**src/hdl/evr_pkg.sv**
```systemverilog
// Shared constants, types and the arctangent table for the Euler XYZ rotator.
package evr_pkg;

  // Port widths
  localparam int COORD_WIDTH = 32;
  localparam int ANGLE_WIDTH = 16;

  // Trig generation: 32-bit phase (full turn = 2^32), Q1.30 sine and cosine
  localparam int PHASE_WIDTH  = 32;
  localparam int TRIG_FRAC    = 30;
  localparam int TRIG_WIDTH   = TRIG_FRAC + 2;
  localparam int CORDIC_W     = TRIG_FRAC + 3;
  localparam int CORDIC_STEPS = 30;
  localparam int STEP_WIDTH   = $clog2(CORDIC_STEPS);

  // Rotation datapath: headroom for the point growing between axes
  localparam int IW         = COORD_WIDTH + 4;
  localparam int LO_WIDTH   = 32;
  localparam int HI_WIDTH   = IW - LO_WIDTH;
  localparam int MAG_T_W    = TRIG_WIDTH - 1;
  localparam int PL_W       = LO_WIDTH + MAG_T_W;
  localparam int PH_W       = HI_WIDTH + MAG_T_W;
  localparam int PW         = IW + 2;

  localparam logic signed [CORDIC_W-1:0] CORDIC_GAIN = CORDIC_W'(64'sd652032874);
  localparam logic signed [CORDIC_W-1:0] TRIG_POS    = CORDIC_W'(64'sd1 <<< TRIG_FRAC);
  localparam logic signed [CORDIC_W-1:0] TRIG_NEG    = -TRIG_POS;
  localparam logic [PL_W:0]              ROUND_HALF  = (PL_W + 1)'(64'd1 << (TRIG_FRAC - 1));

  typedef enum logic [1:0] {
    AXIS_X = 2'd0,
    AXIS_Y = 2'd1,
    AXIS_Z = 2'd2
  } axis_t;

  // One CORDIC lane
  typedef struct packed {
    logic signed [CORDIC_W-1:0] x;
    logic signed [CORDIC_W-1:0] y;
    logic signed [CORDIC_W-1:0] z;
  } cord_t;

  // Beat moving down the CORDIC chain: three lanes plus the point
  typedef struct packed {
    logic                          valid;
    logic [2:0]                    flip;
    logic [2:0]                    on;
    cord_t [2:0]                   lane;
    logic signed [COORD_WIDTH-1:0] px;
    logic signed [COORD_WIDTH-1:0] py;
    logic signed [COORD_WIDTH-1:0] pz;
  } cstage_t;

  typedef struct packed {
    logic                         on;
    logic signed [TRIG_WIDTH-1:0] s;
    logic signed [TRIG_WIDTH-1:0] c;
  } trig_t;

  // Beat moving down the rotation stages
  typedef struct packed {
    logic                 valid;
    trig_t [2:0]          trig;
    logic signed [IW-1:0] x;
    logic signed [IW-1:0] y;
    logic signed [IW-1:0] z;
  } pt_t;

  // Rounded atan(2^-i) as a fraction of a full turn times 2^32
  function automatic logic [PHASE_WIDTH-1:0] atan_phase(input logic [STEP_WIDTH-1:0] i);
    logic [PHASE_WIDTH-1:0] r;
    case (i)
      5'd0:  r = 32'd536870912;
      5'd1:  r = 32'd316933406;
      5'd2:  r = 32'd167458907;
      5'd3:  r = 32'd85004756;
      5'd4:  r = 32'd42667331;
      5'd5:  r = 32'd21354465;
      5'd6:  r = 32'd10679838;
      5'd7:  r = 32'd5340245;
      5'd8:  r = 32'd2670163;
      5'd9:  r = 32'd1335087;
      5'd10: r = 32'd667544;
      5'd11: r = 32'd333772;
      5'd12: r = 32'd166886;
      5'd13: r = 32'd83443;
      5'd14: r = 32'd41722;
      5'd15: r = 32'd20861;
      5'd16: r = 32'd10430;
      5'd17: r = 32'd5215;
      5'd18: r = 32'd2608;
      5'd19: r = 32'd1304;
      5'd20: r = 32'd652;
      5'd21: r = 32'd326;
      5'd22: r = 32'd163;
      5'd23: r = 32'd81;
      5'd24: r = 32'd41;
      5'd25: r = 32'd20;
      5'd26: r = 32'd10;
      5'd27: r = 32'd5;
      5'd28: r = 32'd3;
      5'd29: r = 32'd1;
      default: r = '0;
    endcase
    return r;
  endfunction

endpackage

```
**src/hdl/evr_cordic_cell.sv**
```systemverilog
// One CORDIC micro-rotation for all three angle lanes, registered.
module evr_cordic_cell import evr_pkg::*; (
  input  logic                  clk,
  input  logic                  rst_n,
  input  logic                  en,
  input  logic [STEP_WIDTH-1:0] step,
  input  cstage_t               d,
  output cstage_t               q
);

  cstage_t q_r;
  cstage_t q_nxt;

  // Turn each lane toward zero residual phase
  always_comb begin
    logic signed [CORDIC_W-1:0] x_sh;
    logic signed [CORDIC_W-1:0] y_sh;
    logic signed [CORDIC_W-1:0] ang;
    q_nxt = d;
    ang   = $signed({{(CORDIC_W - PHASE_WIDTH){1'b0}}, atan_phase(step)});
    for (int k = 0; k < 3; k++) begin
      x_sh = d.lane[k].x >>> step;
      y_sh = d.lane[k].y >>> step;
      if (d.lane[k].z >= 0) begin
        q_nxt.lane[k].x = d.lane[k].x - y_sh;
        q_nxt.lane[k].y = d.lane[k].y + x_sh;
        q_nxt.lane[k].z = d.lane[k].z - ang;
      end else begin
        q_nxt.lane[k].x = d.lane[k].x + y_sh;
        q_nxt.lane[k].y = d.lane[k].y - x_sh;
        q_nxt.lane[k].z = d.lane[k].z + ang;
      end
    end
  end

  // Advance the beat when the pipe moves
  always_ff @(posedge clk) begin
    if (!rst_n) begin
      q_r.valid <= 1'b0;
    end else if (en) begin
      q_r <= q_nxt;
    end
  end

  assign q = q_r;

endmodule

```
**config.mk**
```make
export PLATFORM = sky130hd
export DESIGN_NAME = evr_cordic_cell
export DESIGN_NICKNAME = d
export VERILOG_FILES = /design/src/hdl/evr_pkg.sv /design/src/hdl/evr_cordic_cell.sv
export SDC_FILE = /design/constraint.sdc
export NUM_CORES = 2
export LEC_CHECK = 0
export ABC_AREA = 1
export BUFFER_PORTS_ARGS = -buffer_cell sky130_fd_sc_hd__buf_2
export CAP_MARGIN = 20
export CELL_PAD_IN_SITES_DETAIL_PLACEMENT = 0
export CELL_PAD_IN_SITES_GLOBAL_PLACEMENT = 2
export CORE_MARGIN = 2
export CORE_UTILIZATION = 31
export CTS_CLUSTER_SIZE = 16
export DETAILED_ROUTE_END_ITERATION = 6
export MAX_ROUTING_LAYER = met4
export PLACE_DENSITY_LB_ADDON = 0.1
export RECOVER_POWER = 100
export SYNTH_ARGS = -nofsm -noshare
export SYNTH_HDL_FRONTEND = slang
export SYNTH_SLANG_ARGS = --single-unit
export TNS_END_PERCENT = 100
```
**constraint.sdc**
```tcl
create_clock -name clk -period 11.9 [get_ports clk]
set_clock_uncertainty 0.05 [all_clocks]
set_input_delay 2.38 -clock clk [delete_from_list [all_inputs] [get_ports clk]]
set_output_delay 2.38 -clock clk [all_outputs]
set_load 0.02 [all_outputs]
```
==> impl_metrics.env <==
export IMPL_finalWorstSetupSlack_ps=2670
export IMPL_power_density_mw_per_mm2=129
export IMPL_synthMuxAreaShare_pct=0
export IMPL_syn_area_mm2=0.0455
export IMPL_numCtsBuffers=48
export IMPL_cts_post_setup_buffers_inserted=0
export IMPL_synth_compound_area_share_pct=11.1
export IMPL_grt_max_degree=141
export IMPL_max_vdd_ir_drop_mv=0.0911
export IMPL_path_max_fanout=106
export IMPL_final_nets=8411
export IMPL_critPathArrivalTime_ps=9550
export IMPL_ys_seq_area_share_pct=26.4
export IMPL_synthCells=7052
export IMPL_drt_pass1_iter_count=7
export IMPL_die_w_um=387
export IMPL_path_buf_inv=3
export IMPL_port_buffers=807
export IMPL_period_needed_ps=9230
export IMPL_p_sw_mw=3.00
export IMPL_drtIter0Drc=3726
export IMPL_vias=49856
export IMPL_yosys_area_share_simple_pct=38.3
export IMPL_start_util_pct=31.2
export IMPL_ys_flop_type="edfxtp_1"
export IMPL_yosys_area_top_type="edfxtp_1"
export IMPL_finalHoldViolCount=0
export IMPL_cp_slowest_cell="clkbuf_1"
export IMPL_core_area_mm2=0.146
export IMPL_finalSetupViolCount=0
export IMPL_final_setup_tns_ps=0
export IMPL_track_usage_pct=28.4
export IMPL_htree_levels=2
export IMPL_via_per_inst=5.16
export IMPL_ctsResizeCount=0
export IMPL_drv_cap=4
export IMPL_min_delay_path_class="reg2reg"
export IMPL_cts_root_buf="clkbuf_16"
export IMPL_power_mw=6.72
export IMPL_grt_first_pass_wirelength_um=315000
export IMPL_internal_power_mw=3.72
export IMPL_synthArstFlopShare_pct=0
export IMPL_cts_tree="yes"
export IMPL_clock_path_buffers=3
export IMPL_crit_path_start_kind="primary input"
export IMPL_postRouteWirelength_um=215000
export IMPL_synthAdderAreaFrac_pct=8.79
export IMPL_worstSetupPathType="in2reg"
export IMPL_comb_power_share_pct=49.1
export IMPL_routedWlPerCell_um=22.3
export IMPL_clock_latency_ps=620
export IMPL_synthTopCellsByArea="edfxtp_1, nand2_1, nand3_1"
export IMPL_synth_edf_count=399
export IMPL_timing_final_crit_share_pct=77.6
export IMPL_yosysMostFrequentCell="nand2_1"
export IMPL_die_y_um=387
export IMPL_drive_above_1_share_pct=7.27
export IMPL_row_count=140
export IMPL_synthTopCellsByCount="nand2_1, nand3_1, inv_1"
export IMPL_dp_hpwl_um=178000
export IMPL_ys_ff_latch=400
export IMPL_pin_count=808
export IMPL_drtAntennaViolNets=0
export IMPL_slew_headroom_pct=-137
export IMPL_seq_power_share_pct=28.9
export IMPL_dieArea_mm2=0.150
export IMPL_r2r_setup_slack_ps=11220
export IMPL_crit_top_cell="nand2_1"
export IMPL_yosys_area_share_xor_xnor_pct=7.92
export IMPL_clock_fmax_ghz=0.108
export IMPL_swShare_pct=44.6
export IMPL_p_leak_nw=24.7
export IMPL_violations="max-capacitance violations, max-slew violations"
export IMPL_syn_nets=7774
export IMPL_antenna_found_initial=23
export IMPL_slew_viol_final=292
export IMPL_largest_reg_flops=400
export IMPL_cpLargestDelayFamily="simple AND/OR/NAND/NOR gates"
export IMPL_grt_pass1_vias=48814
export IMPL_clock_sinks=400
export IMPL_pre_cts_ws_ps=3160
export IMPL_drc=0
export IMPL_power_frac_clock_pct=21.9
export IMPL_worst_pin_slew_ps=3540
export IMPL_yosysWarnings=0
export IMPL_clk_pin_slew_ps=60
export IMPL_ys_types=52
export IMPL_area_growth_pct=14.5
export IMPL_finalWeightedCongestion=0.948
export IMPL_cp_end_kind="flop"
export IMPL_rsz0062_at_grt="false"
export IMPL_hold_buffers=0
export IMPL_grt_overflow=0
export IMPL_status="finished, violations left"
export IMPL_yosysTopAreaCellShare_pct=26.4
export IMPL_worst_path_largest_cell_delay_ps=1420
export IMPL_cp_required_ps=12210
export IMPL_synth_top_family_by_area="simple AND/OR/NAND/NOR gates"
export IMPL_post_synth_cell_area_avg_um2=6.45
-- metrics by stage --
step	instance area [µm²]	hold slack, ps	cells	util [%]
finish	52100	500	9654	35.8
global route	52100	566	9652	35.8
detailed placement	51100	495	9556	35.1
global placement	51100	486	9555	35.1
CTS	52600	507	9644	36.1
floorplan	45500	556	7052	-
-- power by group through the flow --
stage                     sequential [mW]  clock (mW)  combinational [mW]
after floorplan                      2.23           0                1.98
after global placement               1.96           0                3.38
after detailed placement             1.96           0                3.35
after CTS                            1.93        1.53                3.37
after global routing                 1.96        1.57                3.65
final                                1.94        1.47                3.30
-- worst min-delay path, stage by stage (launching register included) --
cell	delay (ps)
dfxtp_1	310
o21ai_0	160
a21oi_1	40
-- layer usage --
metal	GRT usage, %	routed length [µm]	up-vias
met5	-	0	-
met4	10.7	9380	0
met3	2.61	8390	284
met2	51.8	111000	1317
met1	32.0	86400	23408
li1	-	-	24847
-- logic make-up (layout without fill, tap and decap cells) --
logic type / Yosys count / count (layout)
flops: 400 / 400
simple gates: 4167 / 4167
fa+ha+maj: 314 / 314
buf+inv: 848 / 1523
other cells: 0 / 10
compound gates: 912 / 912
xor+xnor: 411 / 411
-- cell usage in the layout, fill, tap and decap left out, types with 9 or more instances in the layout --
cell type / instances
nand2_1: 2460
nand3_1: 1003
inv_1: 579
nor2_1: 498
clkbuf_1: 417
edfxtp_1: 399
buf_2: 395
a21oi_1: 371
o21ai_0: 336
ha_1: 305
xor2_1: 274
xnor2_1: 137
nor3_1: 68
nand4_1: 50
clkbuf_16: 48
o21a_1: 43
nor4_1: 36
o211ai_1: 35
buf_4: 32
a31oi_1: 22
a21o_1: 22
o21ai_1: 19
a211oi_1: 16
o21bai_1: 14
inv_2: 11
diode_2: 10
nor2_2: 10
clkinv_1: 10
o2111ai_1: 9
fa_1: 9
-- area by class of cell --
class / count / area (µm²)
clock inverters: 27 / 270
inverters: 597 / 2260
flip-flops and latches: 400 / 12000
well taps: 1917 / 2400
clock buffers: 61 / 1270
fillers: 16444 / 93500
multi-input cells: 5804 / 30000
diodes: 10 / 25.0
repair buffers: 838 / 3800
-- path summary, 6_finish.rpt --
path	start	to	depth (start not counted)
setup / recovery	step[1]	q[324]$_DFFE_PP_	26
hold / removal	q[399]$_SDFFE_PN0P_	q[399]$_SDFFE_PN0P_	2
setup reg to reg	q[399]$_SDFFE_PN0P_	q[399]$_SDFFE_PN0P_	2
hold reg to reg	q[399]$_SDFFE_PN0P_	q[399]$_SDFFE_PN0P_	2
(Power assumes the default switching activity.)
